## src/design/bptc_pkg.sv

```systemverilog
// ----------------------------------------------------------------------------
// BPTC(196,96) decoder package
// Shared frame geometry, Hamming check tables and transaction types.
// ----------------------------------------------------------------------------
package bptc_pkg;

  localparam int FrameBits = 196;
  localparam int NCols     = 15;
  localparam int NRows     = 13;
  localparam int DataRows  = 9;
  localparam int RowData   = 11;
  localparam int DataBits  = 96;
  localparam int SynBits   = 4;

  // Hamming(13,9) column check pattern of each row position, MSB is b0.
  localparam logic [SynBits-1:0] ColTab [NRows] = '{
    4'hF, 4'hE, 4'h7, 4'hA, 4'h5, 4'hB, 4'hC, 4'h6, 4'h3,
    4'h8, 4'h4, 4'h2, 4'h1
  };

  // Hamming(15,11) row check pattern of each column position, MSB is b0.
  localparam logic [SynBits-1:0] RowTab [NCols] = '{
    4'h9, 4'hD, 4'hF, 4'hE, 4'h7, 4'hA, 4'h5, 4'hB, 4'hC, 4'h6, 4'h3,
    4'h8, 4'h4, 4'h2, 4'h1
  };

  typedef struct packed {
    logic [63:0] frame_low;
    logic [63:0] frame_mid;
    logic [63:0] frame_upper;
    logic [3:0]  frame_tail;
  } in_t;

  typedef struct packed {
    logic [63:0] fixed_low;
    logic [63:0] fixed_mid;
    logic [63:0] fixed_upper;
    logic [3:0]  fixed_tail;
    logic [47:0] payload_low;
    logic [47:0] payload_high;
    logic        repaired_ok;
    logic        errors_seen;
  } out_t;

  // Status that each decoding lane reports to the merge logic.
  typedef struct packed {
    logic err;   // nonzero syndrome
    logic bad;   // nonzero syndrome with no matching bit
  } lane_flags_t;

endpackage

```

## src/design/bptc_196_96_decoder.sv

```systemverilog
// An accepted frame goes through the stage 1 and stage 2 registers to the output.
// Throughput: one frame per cycle; the column stage and the row stage are registered
// stages, so a new frame enters every cycle unless the output is stalled.
// Reset clears both stage valid bits; the datapath registers are not reset.
// ----------------------------------------------------------------------------
// BPTC(196,96) decoder top level
// Fifteen column lanes repair the frame with Hamming(13,9), nine row lanes then
// repair the data rows with Hamming(15,11), and a merge stage extracts the
// 96 data bits and the status flags.
// ----------------------------------------------------------------------------
module bptc_196_96_decoder (
  input  logic            clk_i,
  input  logic            rst_ni,
  input  logic            in_valid_i,
  output logic            in_stall_o,
  input  bptc_pkg::in_t   in_data_i,
  output logic            out_valid_o,
  input  logic            out_stall_i,
  output bptc_pkg::out_t  out_data_o
);

  // The frame is handled as one flat vector; matrix bit (r,c) sits at
  // index 1 + 15r + c and bit 0 is carried through untouched.
  logic [bptc_pkg::FrameBits-1:0] frame_in;
  logic [bptc_pkg::FrameBits-1:0] frame_col;
  logic [bptc_pkg::FrameBits-1:0] frame_row;

  logic [bptc_pkg::NRows-1:0] col_in    [bptc_pkg::NCols];
  logic [bptc_pkg::NRows-1:0] col_out   [bptc_pkg::NCols];
  bptc_pkg::lane_flags_t      col_flags [bptc_pkg::NCols];

  logic [bptc_pkg::NCols-1:0] row_in    [bptc_pkg::DataRows];
  logic [bptc_pkg::NCols-1:0] row_out   [bptc_pkg::DataRows];
  bptc_pkg::lane_flags_t      row_flags [bptc_pkg::DataRows];

  logic col_ok;
  logic col_seen;
  logic row_bad;
  logic row_seen;

  // Stage 1 holds the frame after the column repair, stage 2 the result.
  logic                           v1_q, v1_d;
  logic                           v2_q, v2_d;
  logic [bptc_pkg::FrameBits-1:0] frame1_q;
  logic                           ok1_q;
  logic                           seen1_q;
  bptc_pkg::out_t                 out_q, out_d;
  logic [bptc_pkg::DataBits-1:0]  data;

  logic ready1;
  logic ready2;

  assign frame_in = {in_data_i.frame_tail, in_data_i.frame_upper,
                     in_data_i.frame_mid, in_data_i.frame_low};

  // --------------------------------------------------------------------------
  // Column lanes: one Hamming(13,9) decoder per matrix column.
  // --------------------------------------------------------------------------
  assign frame_col[0] = frame_in[0];

  for (genvar c = 0; c < bptc_pkg::NCols; c++) begin : g_col
    for (genvar r = 0; r < bptc_pkg::NRows; r++) begin : g_bit
      assign col_in[c][r]             = frame_in[1 + 15 * r + c];
      assign frame_col[1 + 15 * r + c] = col_out[c][r];
    end

    bptc_col_lane u_col_lane (
      .col_i   (col_in[c]),
      .col_o   (col_out[c]),
      .flags_o (col_flags[c])
    );
  end

  // A column with an unmatched syndrome makes the whole frame uncorrectable.
  always_comb begin
    col_ok   = 1'b1;
    col_seen = 1'b0;
    for (int c = 0; c < bptc_pkg::NCols; c++) begin
      col_ok   = col_ok & ~col_flags[c].bad;
      col_seen = col_seen | col_flags[c].err;
    end
  end

  // --------------------------------------------------------------------------
  // Row lanes: the nine data rows get a Hamming(15,11) decoder each, working
  // on the column-repaired frame from stage 1. The parity rows pass through.
  // --------------------------------------------------------------------------
  assign frame_row[0] = frame1_q[0];

  for (genvar r = 0; r < bptc_pkg::NRows; r++) begin : g_row
    if (r < bptc_pkg::DataRows) begin : g_data
      for (genvar c = 0; c < bptc_pkg::NCols; c++) begin : g_bit
        assign row_in[r][c]              = frame1_q[1 + 15 * r + c];
        assign frame_row[1 + 15 * r + c] = row_out[r][c];
      end

      bptc_row_lane u_row_lane (
        .row_i   (row_in[r]),
        .row_o   (row_out[r]),
        .flags_o (row_flags[r])
      );
    end else begin : g_parity
      assign frame_row[1 + 15 * r + bptc_pkg::NCols - 1 : 1 + 15 * r] =
        frame1_q[1 + 15 * r + bptc_pkg::NCols - 1 : 1 + 15 * r];
    end
  end

  always_comb begin
    row_bad  = 1'b0;
    row_seen = 1'b0;
    for (int r = 0; r < bptc_pkg::DataRows; r++) begin
      row_bad  = row_bad | row_flags[r].bad;
      row_seen = row_seen | row_flags[r].err;
    end
  end

  // --------------------------------------------------------------------------
  // Merge: the payload is row 0 columns 3 to 10, then rows 1 to 8 columns
  // 0 to 10, taken from the fully repaired frame.
  // --------------------------------------------------------------------------
  for (genvar r = 0; r < bptc_pkg::DataRows; r++) begin : g_pay
    for (genvar c = 0; c < bptc_pkg::RowData; c++) begin : g_bit
      if (r == 0 && c >= 3) begin : g_first
        assign data[c - 3] = frame_row[1 + 15 * r + c];
      end else if (r > 0) begin : g_rest
        assign data[8 + 11 * (r - 1) + c] = frame_row[1 + 15 * r + c];
      end
    end
  end

  always_comb begin
    out_d.fixed_low    = frame_row[63:0];
    out_d.fixed_mid    = frame_row[127:64];
    out_d.fixed_upper  = frame_row[191:128];
    out_d.fixed_tail   = frame_row[195:192];
    out_d.payload_low  = data[47:0];
    out_d.payload_high = data[95:48];
    out_d.repaired_ok  = ok1_q & ~row_bad;
    out_d.errors_seen  = seen1_q | row_seen;
  end

  // --------------------------------------------------------------------------
  // Pipeline control. Each stage advances when it is empty or when the stage
  // after it advances, so a waiting result never blocks a new input frame
  // while stage 1 has room.
  // --------------------------------------------------------------------------
  always_comb begin
    ready2 = !v2_q || !out_stall_i;
    ready1 = !v1_q || ready2;
    v1_d   = ready1 ? in_valid_i : v1_q;
    v2_d   = ready2 ? v1_q : v2_q;
  end

  always_ff @(posedge clk_i or negedge rst_ni) begin
    if (!rst_ni) begin
      v1_q <= 1'b0;
      v2_q <= 1'b0;
    end else begin
      v1_q <= v1_d;
      v2_q <= v2_d;
    end
  end

  always_ff @(posedge clk_i) begin
    if (ready1) begin
      frame1_q <= frame_col;
      ok1_q    <= col_ok;
      seen1_q  <= col_seen;
    end
    if (ready2) begin
      out_q <= out_d;
    end
  end

  assign in_stall_o  = !ready1;
  assign out_valid_o = v2_q;
  assign out_data_o  = out_q;

  // --------------------------------------------------------------------------
  // Assertions
  // --------------------------------------------------------------------------

  // An uncorrectable frame must have shown a nonzero syndrome.
  a_ok_implies_seen : assert property (@(posedge clk_i) disable iff (!rst_ni)
    (v1_q && !ok1_q) |-> seen1_q)
    else $error("column stage flags a frame uncorrectable without any error");

  // The same holds at the output after the row stage merged its flags.
  a_out_ok_seen : assert property (@(posedge clk_i) disable iff (!rst_ni)
    (out_valid_o && !out_data_o.repaired_ok) |-> out_data_o.errors_seen)
    else $error("result uncorrectable without errors_seen");

  // The first payload byte is row 0 columns 3 to 10, frame bits 4 to 11.
  a_payload_map : assert property (@(posedge clk_i) disable iff (!rst_ni)
    out_valid_o |-> (out_data_o.payload_low[7:0] == out_data_o.fixed_low[11:4]))
    else $error("payload does not match the repaired frame");

  // A full pipeline under output stall must push back on the input.
  a_full_stalls : assert property (@(posedge clk_i) disable iff (!rst_ni)
    (v1_q && v2_q && out_stall_i) |-> in_stall_o)
    else $error("input accepted while both stages are held");

  // A frame waiting in stage 1 is not lost while the output is stalled.
  a_stage1_holds : assert property (@(posedge clk_i) disable iff (!rst_ni)
    (v1_q && v2_q && out_stall_i) |=> (v1_q && $stable(frame1_q)))
    else $error("stage 1 frame lost under stall");

endmodule

```

## src/design/bptc_col_lane.sv

```systemverilog
// ----------------------------------------------------------------------------
// BPTC column lane
// Hamming(13,9) syndrome and single-bit repair of one matrix column.
// ----------------------------------------------------------------------------
module bptc_col_lane (
  input  logic [bptc_pkg::NRows-1:0] col_i,
  output logic [bptc_pkg::NRows-1:0] col_o,
  output bptc_pkg::lane_flags_t      flags_o
);

  logic [bptc_pkg::SynBits-1:0] syn;
  logic                         hit;

  always_comb begin
    syn = '0;
    for (int r = 0; r < bptc_pkg::NRows; r++) begin
      if (col_i[r]) begin
        syn = syn ^ bptc_pkg::ColTab[r];
      end
    end
    col_o = col_i;
    hit   = 1'b0;
    // All table entries differ, so at most one position can match.
    for (int k = 0; k < bptc_pkg::NRows; k++) begin
      if ((syn != '0) && (bptc_pkg::ColTab[k] == syn)) begin
        col_o[k] = ~col_i[k];
        hit      = 1'b1;
      end
    end
    flags_o.err = (syn != '0);
    flags_o.bad = (syn != '0) && !hit;
  end

endmodule

```

## src/design/bptc_row_lane.sv

```systemverilog
// ----------------------------------------------------------------------------
// BPTC row lane
// Hamming(15,11) syndrome and single-bit repair of one data row.
// ----------------------------------------------------------------------------
module bptc_row_lane (
  input  logic [bptc_pkg::NCols-1:0] row_i,
  output logic [bptc_pkg::NCols-1:0] row_o,
  output bptc_pkg::lane_flags_t      flags_o
);

  logic [bptc_pkg::SynBits-1:0] syn;
  logic                         hit;

  always_comb begin
    syn = '0;
    for (int c = 0; c < bptc_pkg::NCols; c++) begin
      if (row_i[c]) begin
        syn = syn ^ bptc_pkg::RowTab[c];
      end
    end
    row_o = row_i;
    hit   = 1'b0;
    for (int k = 0; k < bptc_pkg::NCols; k++) begin
      if ((syn != '0) && (bptc_pkg::RowTab[k] == syn)) begin
        row_o[k] = ~row_i[k];
        hit      = 1'b1;
      end
    end
    flags_o.err = (syn != '0);
    flags_o.bad = (syn != '0) && !hit;
  end

endmodule
```

## config.mk

```make
export PLATFORM = sky130hd
export DESIGN_NAME = bptc_196_96_decoder
export DESIGN_NICKNAME = d
export VERILOG_FILES = /design/src/design/bptc_pkg.sv /design/src/design/bptc_196_96_decoder.sv /design/src/design/bptc_col_lane.sv /design/src/design/bptc_row_lane.sv
export SDC_FILE = /design/constraint.sdc
export NUM_CORES = 1
export LEC_CHECK = 0
export BUFFER_PORTS_ARGS = -buffer_cell sky130_fd_sc_hd__clkbuf_2
export CORE_UTILIZATION = 56
export CTS_CLUSTER_SIZE = 10
export DETAILED_ROUTE_END_ITERATION = 8
export MAX_ROUTING_LAYER = met4
export PLACE_DENSITY = 0.86
export SLEW_MARGIN = 30
export SYNTH_ARGS = -nofsm -noshare
export SYNTH_HDL_FRONTEND = slang
export SYNTH_SLANG_ARGS = --single-unit
```

## constraint.sdc

```tcl
create_clock -name clk_i -period 9.35 [get_ports clk_i]
set_input_delay 1.87 -clock clk_i [delete_from_list [all_inputs] [get_ports clk_i]]
set_output_delay 1.87 -clock clk_i [all_outputs]
set_load 0.02 [all_outputs]
```

# Word level (Yosys, flattened, before mapping)
# Index checks and enable logic that the tools add are counted.
[word_totals] rom_bits=0 ramBits=0 latch_bits=0 inputBits=200 out_inout_bits=296 word_cells=2439 reg_bits=494 mem_count=0
[op_classes] mul=0 div_mod_pow=0 shifts=0 reduce_logical=408 add_sub_neg=0 n_mux=990 magnitude_cmp=0 eq_ne=330 n_bitwise=698
[op_table] op="1-bit 2-to-1 mux" count=684
[op_table] op="4-bit == test (first input constant)" count=162
[op_table] op="4-bit 2-to-1 mux" count=162
[op_table] op="1-bit NOT" count=442
[op_table] op="3-bit by 4-bit == test with 1-bit output (first input constant)" count=96
[op_table] op="1-bit logical AND" count=354
[op_table] op="3-bit 2-to-1 mux" count=96
[op_table] op="3-bit NOT" count=81
[op_table] op="2-bit NOT" count=120
[op_table] op="2-bit by 4-bit == test with 1-bit output (first input constant)" count=48
[op_table] op="1-bit by 4-bit == test with 1-bit output (first input constant)" count=24
[op_table] op="2-bit 2-to-1 mux" count=48
[op_table] op="4-bit nonzero test" count=24
[op_table] op="4-bit NOT" count=9
[op_table] op="1-bit OR" count=31
[op_table] op="1-bit zero test" count=28
[op_table] op="1-bit bitwise AND" count=15
[op_table] op="1-bit logical OR" count=2

# Depth between registers and ports, before layout
[depth] depth_word=57 mapped_depth=8 mapped_depth_nobuf=7

# Modules after synthesis
# A second synthesis with hierarchy kept.
[hier_totals] cells_unflattened=2004 area_unflattened_um2=26449.1
[by_module_without_submodules] module="bptc_196_96_decoder" area_each_um2=12793.5 instances=1 cells_per_inst=516 seq_area_each_um2=11941.5
[by_module_without_submodules] module="bptc_col_lane" area_each_um2=481.7 instances=15 cells_per_inst=53 seq_area_each_um2=0.0
[by_module_without_submodules] module="bptc_row_lane" area_each_um2=714.4 instances=9 cells_per_inst=77 seq_area_each_um2=0.0

# Worst setup path after synthesis
# OpenSTA, ideal clock, no wires.
[synth_path] kind="in2out" start="in out_stall_i" end="out in_stall_o" n_path_buf=0 arrival_ps=7952 setup_slack_ps=-472 cell_stages=2 path_cell_list="nand3_1 -> inv_1"
[synth_via] elab_chain_len=4
[synth_lines] element="start: declaration" line="bptc_196_96_decoder.sv:18" source="input logic out_stall_i,"
[synth_lines] element="1-bit zero test" line="bptc_196_96_decoder.sv:148" source="ready2 = !v2_q || !out_stall_i;"
[synth_lines] element="1-bit logical OR" line="bptc_196_96_decoder.sv:148"
[synth_lines] element="1-bit logical OR" line="bptc_196_96_decoder.sv:149" source="ready1 = !v1_q || ready2;"
[synth_lines] element="1-bit zero test" line="bptc_196_96_decoder.sv:175" source="assign in_stall_o = !ready1;"
[synth_lines] element="end: declaration" line="bptc_196_96_decoder.sv:15" source="output logic in_stall_o,"
# Every way passes these cells.

# Worst setup path in the final report
# Same ends and word-level chain as after synthesis.

==> impl_results.md <==
- Top_reg_cell synth: edfxtp_1
- Clk sink count: between 300 and 400
- Final instance area: ~28000 um^2
- Initial antenna violation count: 10
- Worst Path Arrival: about 2.7 ns
- Average wire per standard cell: roughly 24 um
- Endpoints failing setup: 0
- Worst slew pin tran: 1.13 ns
- Number of global-route vias before repair: about 16000
- Vias per inst: ~5.5
- TNS Setup: 0 ns
- Pwr dens: slightly below 400 nW/um^2
- Die width: just over 200 um
- Critical Path, Cell by Cell: clkbuf_2 -> nand3_4 -> inv_1 -> clkbuf_2
- Placed cell area: around 26000 um^2
- CP most frequent cell: clkbuf_2
- Fraction of layout cells with a size suffix above 1: 0.250
- Core region area: approximately 42000 um^2
- Crit-path max cell delay: approximately 0.33 ns
- Hold-fix buffers, CTS: 0
- Critical Path Fanout Max: 26
- DP HPWL: 56300 um
- Initial DRC Count: 1400
- Placement row count: 75
- Fin Hold WS: ~0.41 ns
- Critical Path RT: approximately 7.5 ns
- Synth Instances: around 2000
- Crit start category: input pin
- Sequential fraction of the synthesis area: 0.504
- Final Max Tran Viols: 0
- Max VDD drop: 0.208 mV
- Leakage power: about 11 nW
- Die area: roughly 43000 um^2
- First-pass DRT Iterations: 5
- CP Launch Point: out_stall_i
- Port buffer count: just under 500
- Max cap viols: 0
- Area grow syn2layout: 16.3%
- Syn Nets: 2152
- Worst skew pair latency: ~0.59 ns
- Post-synth EDFFs: slightly below 400
- Via Count: approximately 16000
- First-pass GRT wire length: approximately 100000 um
- Most frequent cells in the layout: 495 x clkbuf_2, 439 x xnor2_1, 396 x edfxtp_1, 217 x xor2_1, 209 x nor2_1
- Min cycle time layout: roughly 4.6 ns
- Relative slew slack: 0.247
- Synthesis Warnings: 0
- Post-cts repair resize count: 0
- Cell Count, Final, Fillers Out: approximately 3000
- CTS Buf Count: 48
- Final net count: approximately 2600
- CTS Buffer Depth: 3
- RSZ-0062 raised after global routing: no
- H-tree lvl count: 2
- Leading cell type in the layout, fill and taps excluded: clkbuf_2
- CP max-delay cell: nand3_4
- DRT Wirelength: ~70000 um
- Mapped Avg Cell Area: 12.1 um^2
- Starting density of the core: 0.567
- Total chip power: approximately 11 mW
- Final Hold Vio Count: 0
- Tcrit/Tclk final: 0.489
- Dpl cells: 2885
- Fmax: 219 MHz
- Worst Skew: 0.0292 ns
- Largest net degree at the start of global routing: ~160
- Clock transition at path regs: approximately 0.060 ns
- Synth cell types: 50
- Synthesized area: around 24000 um^2
- Worst Path Class, Setup: in -> out
- Share of flip-flops with an asynchronous set or reset: 0.00503
- #FFs+latches synth: approximately 400
- Status: completed
- Hold WC Path Type: reg -> reg
- I/O Pins: 496
- Total GRT Usage: 0.333
- Gr ovfl total: 0
- Root buffer cell: clkbuf_16
- TritonCTS clock tree: built
- HP Start: frame1_q[188]
- Routability cong.: between 0.9 and 1
- Antenna Nets Post-Route: 0
- Drc violations: 0
- Reg-to-Reg Start: out_valid_o
- Critical Path End Type: output port
- Post-CTS Setup Inserts: 0
- Die Ht: a little over 200 um
==> power by group <==
group	internal [mW]	leakage, nW	total (mW)	switching (mW)
clock	0.979	0.663	1.69	0.715
combinational	2.05	6.56	5.67	3.62
sequential	2.82	4.02	3.26	0.438
total	5.85	11.2	10.6	4.77
==> worst paths after layout <==
kind / end / slack (ns) / cells after the start
max in group asynchronous: out_valid_o / 8.18 / 1
max: in_stall_o / 4.78 / 4
min reg2reg: out_data_o[162] / 0.41 / 0
min in group asynchronous: v1_q / 1.07 / 1
min: out_data_o[162] / 0.41 / 0
max reg2reg: frame1_q[147] / 5.83 / 4
==> Yosys cell counts (all sizes together), types with 8 or more instances <==
cell,n,share of area
a21oi,15,0.0032
and2,16,0.0042
buf,96,0.030
clkbuf,9,0.0014
edfxtp,396,0.50
inv,9,0.0014
mux2,33,0.016
mux2i,11,0.0046
nand2,207,0.033
nand2b,49,0.013
nand3,35,0.0074
nor2,209,0.033
nor2b,25,0.0066
nor3,27,0.0057
o21ai,20,0.0042
or2,10,0.0026
xnor2,441,0.16
xnor3,65,0.062
xor2,218,0.081
xor3,8,0.0080
==> stage by stage <==
stage | worst slack [ns] | util
after global placement | 4.41 | 0.625
after global routing | 4.69 | 0.658
after CTS | 4.73 | 0.658
after detailed placement | 4.29 | 0.625
final | 4.78 | 0.659
after floorplan | 1.94 | -
==> registers in the layout, summed over array words and instances (netlist names) <==
| signal | flops |
|---|---|
| ok1_q | 1 |
| frame1_q | 196 |
| seen1_q | 1 |
| v1_q | 1 |
| out_valid_o | 1 |
| out_data_o | 198 |
==> logic make-up (layout without fill, tap and decap cells) <==
group,after synthesis,count (layout),synth area share
multiplexers,44,44,0.0203
flip-flops,398,398,0.504
AO/OA/AOI/OAI,60,60,0.0156
XOR/XNOR,732,732,0.314
buffers and inverters,114,579,0.0332
other,0,11,0
AND/OR/NAND/NOR,604,604,0.113
==> routing by layer <==
layer	vias to the layer above	routed length [um]	track usage
li1	7428	-	-
met1	7941	28100	0.423
met2	794	34700	0.546
met3	114	5230	0.0513
met4	0	2420	0.114
met5	-	0	-
==> critical path, delay by kind of cell <==
kind          cells  cell delay, ns
buf+inv           3            0.48
simple gates      1            0.33
==> cell type report <==
| cell class | instances | area [um^2] |
|---|---|---|
| multi-input combinational | 1440 | 11000 |
| inverter | 9 | 33.8 |
| clock inverter | 9 | 76.3 |
| tap | 539 | 674 |
| sequential | 398 | 11900 |
| clock buffer | 62 | 1280 |
| fill | 3167 | 14300 |
| antenna | 11 | 27.5 |
| timing repair buffer | 499 | 2520 |
No activity file was read; power rests on OpenSTA's default activity.
